$ cat src/rtl/evad_fifo.sv
module evad_fifo #(
  parameter int DW = 79
) (
  input  logic          clk,
  input  logic          rst_n,
  input  logic          push,
  input  logic [DW-1:0] wdata,
  input  logic          pop,
  output logic [DW-1:0] rdata,
  output logic          full,
  output logic          empty
);

  logic [DW-1:0] mem_r [2];
  logic          wp_r, rp_r;
  logic [1:0]    cnt_r;

  assign full  = (cnt_r == 2'd2);
  assign empty = (cnt_r == 2'd0);
  assign rdata = mem_r[rp_r];

  always_ff @(posedge clk) begin
    if (push) begin
      mem_r[wp_r] <= wdata;
    end
  end

  always_ff @(posedge clk) begin
    if (!rst_n) begin
      wp_r  <= 1'b0;
      rp_r  <= 1'b0;
      cnt_r <= 2'd0;
    end else begin
      if (push) begin
        wp_r <= !wp_r;
      end
      if (pop) begin
        rp_r <= !rp_r;
      end
      cnt_r <= cnt_r + {1'b0, push} - {1'b0, pop};
    end
  end

endmodule

$ cat config.mk
export PLATFORM = sky130hd
export DESIGN_NAME = evad_fifo
export DESIGN_NICKNAME = d
export VERILOG_FILES = /design/src/rtl/evad_fifo.sv
export SDC_FILE = /design/constraint.sdc
export NUM_CORES = 1
export LEC_CHECK = 0
export BUFFER_PORTS_ARGS = -buffer_cell sky130_fd_sc_hd__buf_2
export CORE_ASPECT_RATIO = 0.6
export CORE_MARGIN = 8
export CORE_UTILIZATION = 52
export DETAILED_ROUTE_END_ITERATION = 8
export PLACE_DENSITY = 0.79
export SYNTH_ARGS = -nofsm -noshare
export SYNTH_HDL_FRONTEND = slang
export SYNTH_SLANG_ARGS = --single-unit
export TNS_END_PERCENT = 20
$ cat constraint.sdc
create_clock -name clk -period 6.1 [get_ports clk]
set_clock_uncertainty 0.15 [all_clocks]
set_input_delay 0.915 -clock clk [delete_from_list [all_inputs] [get_ports clk]]
set_output_delay 0.915 -clock clk [all_outputs]
set_load 0.03 [all_outputs]
=== Word-level counts from Yosys, hierarchy flattened ===
Memory sizes are Yosys's and may differ from the RTL's. A register that Yosys moved wholly into a read port is not among the register bits.
Cells that the tools add are included.

* Flip-flop bits (word level): 4
* RAM bits: 158
* Output and inout bits: 81
* Word-level logic and storage cells: 14
* Memories kept: 1

* Add/sub/neg operators: 2
* Equal/unequal tests: 1
* Muxes and demuxes: 4
* Reductions and logical operators: 3

{| class="wikitable"
|+ Memories
! name !! words !! width !! rd ports !! clocked after Yosys merged registers in !! write ports !! line !! source
|-
| mem_r || 2 || 79 || 1 || 1 || 1 || 14 || <nowiki>logic [DW-1:0] mem_r [2];</nowiki>
|}

{| class="wikitable"
|+ Operator list
! cell !! number
|-
| $mux W1 || 4
|-
| $add A2 B1 Y2 || 1
|-
| $eq A2 B2 Y1 const B || 1
|-
| $logic_not A1 Y1 || 2
|-
| $logic_not A2 Y1 || 1
|-
| $sub A2 B1 Y2 || 1
|}

=== Depth between registers and ports, before layout ===
* Depth after elaboration: 3
* Mapped depth: 6
* Depth with buffers taken out: 6

=== Worst setup path after synthesis ===
No wires, ideal clock.

* Path type: in2reg
* From: input push
* To: memory mem_r[0][0], enable pin
* Data arrival time: 4401 ps
* Required time: 5423 ps
* Path slack: 1022 ps
* Stages: 1
* Path buffers: 0
* Cells stage by stage: nor2b_1

* Longest elaborated chain between the ends: 2

{| class="wikitable"
|+ Ends and longest elaborated chain
! item !! line !! source
|-
| start: declaration || 6 || <nowiki>input logic push,</nowiki>
|-
| $mux W1 || 23 || <nowiki>if (push) begin</nowiki>
|-
| $mux W1 (implied by the code) || 24 || <nowiki>mem_r[wp_r] <= wdata;</nowiki>
|-
| end: declaration || 14 ||
|}

No other way between the ends.

==> flow_metrics.py <==
metrics = {
    "floorplan": {
        "fp-row-count": 30,
        "core_sq_um": 11220,
        "die_width_um": 154.2,
        "fp.dieH_um": 98.93,
        "dieArea_sq_um": 15260,
        "initial_core_util": 0.5311,
        "ios": 164,
    },
    "setup_path": {
        "cpPeakStageDelay_ps": 1020,
        "worstPathCellList": "mux2_2 > buf_2",
        "worstSetupPathType": "flop to primary output",
        "setup.worst_path.end": "rdata[51]",
        "cp_num_cells": 2,
        "cp.buffers_inverters": 1,
        "slowest_stage": "dfxtp_4",
        "cp-end-kind": "primary output",
        "critPathLaunchType": "flop",
        "r2r_slack_ps": 3770,
        "crit_path_max_fanout": 79,
        "cpLargestDelayFamily": "flip-flops",
        "cp.arrival_ps": 2170,
        "reg2reg_to": "mem_r[0][53]",
        "r2r_start": "wp_r",
        "cp.required_ps": 5030,
        "rr_worst_depth": 2,
    },
    "synth": {
        "synth_common_cells": "edfxtp_1 (158), mux2_2 (69), mux2_4 (10)",
        "synthArstFlopShare": 0,
        "synth_edf_count": 158,
        "syn_nets": 352,
        "synth_xor_area_frac": 0.005248,
        "syn_area_per_cell_sq_um": 22.32,
        "ys_seq_elements": 163,
        "synth_top_family_by_area": "multiplexers",
        "synth-main-ff-cell": "edfxtp_1",
        "synthAdderAreaFrac": 0.004198,
        "synth_compound_gate_area_share": 0.001259,
        "yosysTopAreaCell": "edfxtp_1",
        "ys_top_cells_by_area": "edfxtp_1 (80%), mux2_2 (13%), mux2_4 (2.5%)",
        "synthMuxAreaShare": 0.1555,
        "syn_area_sq_um": 5961,
        "synth_cell_types": 14,
        "synth_top_area_share": 0.7960,
        "ys_seq_area_frac": 0.8128,
        "synth_simple_gate_area_share": 0.009026,
        "postSynthCellCount": 267,
        "synth_warnings": 0,
        "synth.most_common_cell": "edfxtp_1",
    },
    "sta": {
        "worstMarginPinSlew_ps": 1109,
        "finalMaxSlewViolations": 0,
        "hold_viol": 0,
        "setup_viol": 0,
        "max_freq_ghz": 0.3092,
        "rsz0062_at_grt": "false",
        "relSlewSlack": 0.2604,
        "period_minus_slack_ps": 3234,
        "period_share": 0.5302,
        "hold_ws_ps": 418.1,
        "setup_tns_ps": 0,
    },
    "clock_network": {
        "clkSinkCount": 163,
        "htree_levels": 4,
        "cts_root_buf": "clkbuf_16",
        "cts_setup_buffers": 0,
        "cts_tree": "yes",
        "cts_resized": 0,
        "clock_path_buffers": 2,
        "clkSlewWorstSetupHoldPaths_ps": 60,
        "clk_latency_ps": 410,
        "cts_buffers": 17,
        "postCtsHoldBufs": 0,
    },
    "power_and_ir_drop": {
        "ir_drop_uv": 212.7,
        "powerDensity_nw_per_um2": 353.4,
        "sequentialPowerShare": 0.504,
        "p_sw_frac": 0.2589,
        "p_int_w": 0.001955,
        "p_sw_w": 0.0006828,
        "power_leakage_nw": 2.841,
        "pwr-share-clk": 0.370,
        "combPwrFrac": 0.126,
    },
    "placed_design": {
        "numPortBuffers": 163,
        "gp_congestion": 0.7509,
        "hpwl_mm": 7.710,
        "dp_cells": 566,
        "place_area_sq_um": 6914,
    },
    "grt": {
        "grt_pass1_vias": 3332,
        "grt_remaining_overflow": 0,
        "globalRouteTotalUtil": 0.1494,
        "antenna_found_initial": 1,
        "grt_start_max_net_pins": 80,
        "grt_pass1_wl_mm": 17.30,
    },
    "cells_and_area": {
        "area_delta_synth_final_pct": 25.21,
        "layout.cells.non_filler": 599,
        "utilization": 0.6650,
        "drive_above_1_share": 0.6057,
        "final_cell_area_sq_um": 7463,
        "nets": 526,
    },
    "job": {
        "max_cap_violations": 0,
    },
    "drt": {
        "drt-vias-per-instance": 5.045,
        "drc": 0,
        "firstDrtPassIters": 4,
        "avgRoutedWirePerCell_um": 19.15,
        "wl_mm": 11.47,
        "ant_nets": 0,
        "num_vias": 3022,
        "drtIter0Drc": 142,
    },
    "min_path": {
        "min_path_cells": 2,
        "hold_path_class": "flop to flop",
    },
    "run_status": {
        "status": "complete, no violations",
    },
}
## metal layers
layer  routed length [um]  global-route usage
met1                 4809              0.1738
met2                 5447              0.2412
met3                 1093             0.06553
met4                  121             0.05843
met5                    0                   0
## through the flow
| step | power, W | setup WS, ps |
|---|---|---|
| 2_1_floorplan | 0.001581 | 1022 |
| 3_3_place_gp | 0.001681 | 3056 |
| 3_5_place_dp | 0.001692 | 3002 |
| 4_1_cts | 0.002667 | 2839 |
| 5_1_grt | 0.002727 | 2765 |
| 6_report | 0.002637 | 2866 |
## sequential cells by signal, summed over array words and instances (netlist names), named ones only
register / flops
rp_r: 1
cnt_r: 2
wp_r: 1
mem_r: 158
## cell type report
| cell class | count | area (sq um) |
|---|---|---|
| diodes | 1 | 2.502 |
| clock buffers | 17 | 425.4 |
| clock inverters | 15 | 121.4 |
| fillers | 791 | 3760 |
| inverters | 2 | 7.507 |
| multi-input cells | 93 | 1055 |
| flip-flops and latches | 163 | 4848 |
| well taps | 144 | 180.2 |
| repair buffers | 164 | 823.3 |
## worst min-delay path by stage
stage,start,endpoint,slack (ps)
5_1_grt,rp_r,flop,450
6_report,rp_r,flop,420
2_1_floorplan,rp_r,flop,400
3_3_place_gp,rp_r,flop,410
3_5_place_dp,rp_r,flop,420
4_1_cts,rp_r,flop,420
## power groups by stage
| stage | logic [W] | clock network [W] | registers (W) |
|---|---|---|---|
| after floorplan | 0.000247 | 0 | 0.00133 |
| after global placement | 0.000329 | 0 | 0.00135 |
| after detailed placement | 0.000336 | 0 | 0.00136 |
| after CTS | 0.000337 | 0.000997 | 0.00133 |
| after global routing | 0.000353 | 0.00104 | 0.00134 |
| final | 0.000332 | 0.000975 | 0.00133 |
## tightest hold or removal path: cells and delay by family, from the launching register on
kind / cells / cell delay [ps]
DFF: 1 / 320
xor gates and xnor gates: 1 / 70
and+or+nand+nor: 1 / 140
## placed cells by master (no fill, tap or decap), drive strengths merged
cell,count
edfxtp,158
xor2,1
clkbuf,17
diode,1
mux2,79
and2,4
nor2,1
clkinvlp,2
buf,164
o21a,1
xnor3,1
clkinv,5
dfxtp,5
ha,2
inv,10
nor2b,4
## logic make-up after synthesis
| kind of cell | Yosys count |
|---|---|
| AOI/OAI and AO/OA | 1 |
| adders and majority gates | 2 |
| buffers and inverters | 11 |
| muxes | 79 |
| xor gates and xnor gates | 2 |
| and+or+nand+nor | 9 |
| DFF | 163 |
Note: power is estimated with default switching activity, not from simulation.
