### src/rtl/evad_if.sv
interface evad_in_if;
  logic               valid;
  logic               ready;
  logic signed [15:0] sample;
  logic               last_in_frame;
  modport source (output valid, sample, last_in_frame, input ready);
  modport sink (input valid, sample, last_in_frame, output ready);
endinterface


### src/rtl/evad_front.sv
module evad_front #(
  parameter int MAX_FRAME = 1024,
  parameter int CW        = 11,
  parameter int SW        = 27,
  parameter int QW        = 41
) (
  input  logic              clk,
  input  logic              rst_n,
  evad_in_if.sink           in_word,
  input  logic              q_full,
  output logic              q_push,
  output logic [CW+SW+QW-1:0] q_data
);

  logic [CW-1:0]        count_r, count_nxt, count_inc;
  logic signed [SW-1:0] sum_r, sum_nxt;
  logic [QW-1:0]        sq_r, sq_nxt;
  logic signed [31:0]   sq_full;
  logic [30:0]          sq_u;
  logic                 accept, close;

  assign in_word.ready = !q_full;
  assign accept        = in_word.valid && in_word.ready;
  assign sq_full       = in_word.sample * in_word.sample;
  assign sq_u          = sq_full[30:0];
  assign count_inc     = count_r + CW'(1);
  assign close         = in_word.last_in_frame || (count_inc == CW'(MAX_FRAME));
  assign sum_nxt       = sum_r + SW'(in_word.sample);
  assign sq_nxt        = sq_r + QW'(sq_u);
  assign count_nxt     = close ? '0 : count_inc;
  assign q_push        = accept && close;
  assign q_data        = {count_inc, sum_nxt, sq_nxt};

  always_ff @(posedge clk) begin
    if (!rst_n) begin
      count_r <= '0;
      sum_r   <= '0;
      sq_r    <= '0;
    end else if (accept) begin
      count_r <= count_nxt;
      sum_r   <= close ? '0 : sum_nxt;
      sq_r    <= close ? '0 : sq_nxt;
    end
  end

endmodule

### src/flat_wrapper.sv
// flat-port wrapper written by rule: the top's interface ports become plain ports
module evad_front_flat 
#(
  parameter int MAX_FRAME = 1024,
  parameter int CW        = 11,
  parameter int SW        = 27,
  parameter int QW        = 41
)
  (clk, rst_n, q_full, q_push, q_data, in_word_valid, in_word_sample, in_word_last_in_frame, in_word_ready);
  evad_in_if in_word_i ();
  input  logic clk;
  input  logic rst_n;
  input  logic q_full;
  output logic q_push;
  output logic [CW+SW+QW-1:0] q_data;
  input wire logic [$bits(in_word_i.valid)-1:0] in_word_valid;
  input wire logic [$bits(in_word_i.sample)-1:0] in_word_sample;
  input wire logic [$bits(in_word_i.last_in_frame)-1:0] in_word_last_in_frame;
  output wire logic [$bits(in_word_i.ready)-1:0] in_word_ready;
  assign in_word_i.valid = in_word_valid;
  assign in_word_i.sample = in_word_sample;
  assign in_word_i.last_in_frame = in_word_last_in_frame;
  assign in_word_ready = in_word_i.ready;
  evad_front #(.MAX_FRAME(MAX_FRAME), .CW(CW), .SW(SW), .QW(QW)) u_core (.clk(clk), .rst_n(rst_n), .in_word(in_word_i), .q_full(q_full), .q_push(q_push), .q_data(q_data));
endmodule
### config.mk
export PLATFORM = sky130hd
export DESIGN_NAME = evad_front_flat
export DESIGN_NICKNAME = d
export VERILOG_FILES = /design/src/rtl/evad_if.sv /design/src/rtl/evad_front.sv /design/src/flat_wrapper.sv
export SDC_FILE = /design/constraint.sdc
export NUM_CORES = 1
export LEC_CHECK = 0
export BUFFER_PORTS_ARGS = -buffer_cell sky130_fd_sc_hd__buf_2
export CAP_MARGIN = 20
export CORE_ASPECT_RATIO = 1.1
export CORE_UTILIZATION = 50
export DETAILED_ROUTE_END_ITERATION = 7
export GPL_ROUTABILITY_DRIVEN = 0
export GPL_TIMING_DRIVEN = 0
export HOLD_SLACK_MARGIN = 0.03
export PLACE_DENSITY_LB_ADDON = 0.3
export SYNTH_ARGS = -nofsm -noshare
export SYNTH_HDL_FRONTEND = slang
export SYNTH_SLANG_ARGS = --single-unit
### constraint.sdc
create_clock -name clk -period 22.1 [get_ports clk]
set_input_delay 0 -clock clk [delete_from_list [all_inputs] [get_ports clk]]
set_output_delay 0 -clock clk [all_outputs]
set_load 0.01 [all_outputs]
# Word level (Yosys, flattened, before mapping)
# Index checks and enable logic that the tools add are counted.
dict set report op_classes {
  add_sub_neg 3
  mul 1
  eq_ne 1
  mux 3
  n_reduce_logical 4
}
# cell count
set ops {}
lappend ops {{adder 41 x 31 -> 41 bit} 1}
lappend ops {{2-to-1 mux 41 bit} 1}
lappend ops {{multiplier 16 x 16 -> 31 bit} 1}
lappend ops {{adder 27 x 16 -> 27 bit} 1}
lappend ops {{2-to-1 mux 27 bit} 1}
lappend ops {{adder 11 x 1 -> 11 bit, second input constant} 1}
lappend ops {{== test 11 bit, second input constant} 1}
lappend ops {{2-to-1 mux 11 bit} 1}
lappend ops {{logical AND 1 bit} 2}
lappend ops {{logical NOT 1 bit} 1}
lappend ops {{logical OR 1 bit} 1}
dict set report totals {
  register_bits 79
}

# Depth between registers and ports, before layout
dict set report logic_depth {
  word_depth 4
  depth_mapped 34
  ltp_nobuf 31
}

# Worst setup path after synthesis
# Ideal clock, no wire load.
dict set report synth_timing {
  kind {input -> register}
  start {input port in_word_sample[10]}
  end {register u_core.sq_r[35]}
  setup_time_ns 0.074
  arrival_ns 7.879
  slack_ns 14.146
  path_stages 31
  n_path_buf 2
  path_cell_list {clkbuf_1 -> inv_1 -> nor2_1 -> fa_1 -> inv_1 -> fa_1 -> fa_1 -> fa_1 -> inv_1 -> fa_1 -> inv_1 -> fa_1 -> inv_1 -> ha_1 -> a21o_1 -> a2111oi_4 -> nand3_2 -> a41o_1 -> a221o_1 -> a311o_2 -> mux2_4 -> a211oi_2 -> ha_1 -> a21o_1 -> a21o_1 -> a21oi_1 -> o21ai_0 -> a2111oi_4 -> buf_6 -> o311ai_1 -> a31oi_1}
}
dict set report synth_via {
  elab_chain_cells 3
}
# item line_no
set synth_rtl {}
lappend synth_rtl {{start, declared} flat_wrapper.sv:17} ;# input wire logic [$bits(in_word_i.sample)-1:0] in_word_sample;
lappend synth_rtl {{multiplier 16 x 16 -> 31 bit} evad_front.sv:24} ;# assign sq_full = in_word.sample * in_word.sample;
lappend synth_rtl {{adder 41 x 31 -> 41 bit} evad_front.sv:29} ;# assign sq_nxt = sq_r + QW'(sq_u);
lappend synth_rtl {{2-to-1 mux 41 bit} evad_front.sv:42} ;# sq_r <= close ? '0 : sq_nxt;
lappend synth_rtl {{end signal, assigned} evad_front.sv:42}
lappend synth_rtl {{end, declared} evad_front.sv:17} ;# logic [QW-1:0] sq_r, sq_nxt;
# Every way passes these cells.
# A chain may end at the register's enable or synchronous reset.

# Worst setup path in the final report
dict set report layout_timing {
  start {input port in_word_sample[10]}
  end {output port q_data[39]}
}
dict set report layout_via {
  elab_chain_cells 2
}
# item line_no
set layout_rtl {}
lappend layout_rtl {{multiplier 16 x 16 -> 31 bit} evad_front.sv:24}
lappend layout_rtl {{adder 41 x 31 -> 41 bit} evad_front.sv:29}
lappend layout_rtl {{end, declared} flat_wrapper.sv:15} ;# output logic [CW+SW+QW-1:0] q_data;
# Every way passes these cells.

==> results.cfg <==
[route]
drt_iter0_drc = 753
dr.max_layer_used = met4
final_antenna_net_count = 0
routed-wl-met3_mm = 2.889
met2_wirelength_mm = 19.05
wl_met1_mm = 17.13
drt_wl_total_mm = 40.54
dr_vias_cell = 5.570
routedWlPerCell_um = 17.74
vias = 12728
drt_first_pass_iters = 5
route.detailed.drc = 0

[place]
placed_cells_incl_taps = 2267
post_dp_cell_area_um2 = 16090
detailedPlacementHpwl_mm = 33.47
io_buffer_count = 101

[synth]
synth_top_family_by_area = adder cells
synth-xor-area-share = 0.06664
yosys-top-cells-count = inv_1 (352), fa_1 (227), nand2_1 (168), ha_1 (151)
synth-main-ff-cell = dfxtp_1
synth.avg_cell_area_um2 = 8.434
synth_edf_count = 0
asyncSetResetFlopFracSynth = 0
synth_mux_area_frac = 0.003063
yosysUniqueCellTypes = 78
synth_top_cells_by_area = fa_1 (30%), ha_1 (13%), dfxtp_1 (10%), inv_1 (8.7%), xnor2_1 (4.8%)
synth_warnings = 0
synth_most_common_cell = inv_1
biggest_area_consumer_among_synthesized_cells = fa_1
ys_seq_elements = 79
syn-instance-count = 1792
yosys.area_share.simple = 0.1417
post_synthesis_compound_gate_area_fraction = 0.1551
yosys.area_share.adder = 0.4257
synthesis.area_um2 = 15110
synth-seq-area-share = 0.1046
synth_top_cell_area_share = 0.3007
synth_fp_nets = 2191

[setup_path]
setup.worst_path.class = in -> out
worst_setup_path_startpoint = in_word_sample[10]
worst_path_max_delay_cell = a2111oi_4
cp-start-kind = input pin
critPathMaxStageDelay_ns = 0.58
regToRegStartpoint = u_core.sq_r[10]$_SDFFE_PN0P_
critical_path_arrival_ns = 9.63
crit_path_end_kind = primary output
cp_common_cell = fa_1
critPathMaxFanout = 10
worstPathRequired_ns = 22.10

[timing]
rsz0062_at_grt = false
maxSlewHeadroom = 0.4431
final-setup-viol-count = 0
finClkSkew_ns = 0.009403
maxClockFrequency_mhz = 103.8
post-route-period-util = 0.4359
worst-slew-pin-transition_ns = 0.8353
timing_hold_violations_final = 0
setup_tns_ns = 0
period_needed_ns = 9.634
final_max_slew_viol_count = 0

[finish]
multiInputGateArea_um2 = 11970
flow.area_growth_from_synthesis_pct = 8.551
finish.net_count = 2305
area.sequential_um2 = 1582
final_standard_cell_utilization_of_the_core = 0.5534
layout_fillers = 2737
antenna-diode-count = 0
postLayoutCellArea_um2 = 16410
post_layout_nonfiller_instances = 2285
drive_gt1_frac = 0.07640

[global_route]
maximum_number_of_pins_on_one_net_before_global_route_repair = 17
grt_use_total = 0.2730
grt_pass1_wl_mm = 65.71
gr-total-overflow = 0
grt_pass1_vias = 12871
grt_antenna_before_repair = 0

[clocking]
tritoncts_num_sinks = 79
h-tree-depth = 3
clk-insertion-delay-late_ns = 0.35
cts_buffers = 9
cts-root-buf = clkbuf_16
cts-resized-gates = 0
cts_tree = done
clkSlewWorstSetupHoldPaths_ns = 0.07
cts_buffer_depth = 2

[run_status]
outcome = completed

[floorplan]
rows = 66
ioPinCount = 102
die_x_um = 167.8
fp.coreArea_um2 = 29650
floorplan.die_area_um2 = 30930
die_h_um = 184.4
starting_utilization_of_the_core_area = 0.5098

[job]
cap_violations = 0

[min_path]
hold_class = in -> reg
worstHoldStart = in_word_sample[0]
==> cells in the final DEF, fill, tap and decap left out, types with 40 or more instances in the layout <==
master | synthesis | final
a21o_1 | 40 | 40
a21oi_1 | 107 | 107
buf_2 | 1 | 102
clkbuf_1 | 53 | 55
dfxtp_1 | 79 | 79
fa_1 | 227 | 227
ha_1 | 151 | 151
inv_1 | 352 | 352
nand2_1 | 168 | 168
nand3_1 | 46 | 46
nor2_1 | 107 | 107
o21ai_0 | 43 | 43
xnor2_1 | 82 | 82
==> path summary, 6_finish.rpt <==
kind,endpoint,slack [ns],cells after the start
worst max register to register,u_core.sq_r[35]$_SDFFE_PN0P_,18.83,10
worst min-delay path,u_core.sq_r[0]$_SDFFE_PN0P_,0.13,4
worst max-delay path,q_data[39],12.47,33
worst min register to register,u_core.sum_r[0]$_SDFFE_PN0P_,0.46,2
==> worst max-delay path, delay by kind of cell <==
family                     cells  cell delay (ns)
adders and majority gates      8             3.67
AOI/OAI and AO/OA             11             3.17
xor gates and xnor gates       1             0.18
buffers and inverters          9             1.75
muxes                          1             0.32
and+or+nand+nor                3             0.54
==> repair_timing <==
item	in CTS	in global routing
setup buffers	0	0
hold buffers	2	0
hold endpoints to repair	4	0
==> per-stage QoR <==
stage | hold slack (ns) | setup WS (ns)
floorplan | 0.05098 | 14.15
global placement | 0.2539 | 12.55
detailed placement | 0.2591 | 12.53
CTS | 0.1295 | 12.49
global route | 0.1714 | 12.10
finish | 0.1348 | 12.47
==> cell families after synthesis <==
group | Yosys count
flip-flops | 79
XOR/XNOR | 115
buffers and inverters | 413
adder cells (fa/ha/maj) | 378
AO/OA/AOI/OAI | 346
multiplexers | 4
AND/OR/NAND/NOR | 457
==> per-layer routing <==
layer	GRT usage	vias to the layer above
met2	0.4545	412
met3	0.04617	79
met1	0.3551	6188
met5	0	-
met4	0.1046	0
li1	-	6049
==> registers in the layout (all words and copies together), names as in the netlist <==
| signal | flops |
|---|---|
| u_core.sq_r | 41 |
| u_core.sum_r | 27 |
| u_core.count_r | 11 |
==> final cells by class <==
class / count / share of cell area
flip-flops and latches: 79 / 0.09639
inverters: 355 / 0.08122
repair buffers: 103 / 0.03203
plain buffers: 58 / 0.01380
clock inverters: 4 / 0.003203
well taps: 374 / 0.02852
multi-input cells: 1300 / 0.7298
clock buffers: 12 / 0.01502
Power is left out: the tool's default activity adds up to more than one toggle a clock period on the data nets, which glitch-free logic cannot reach.
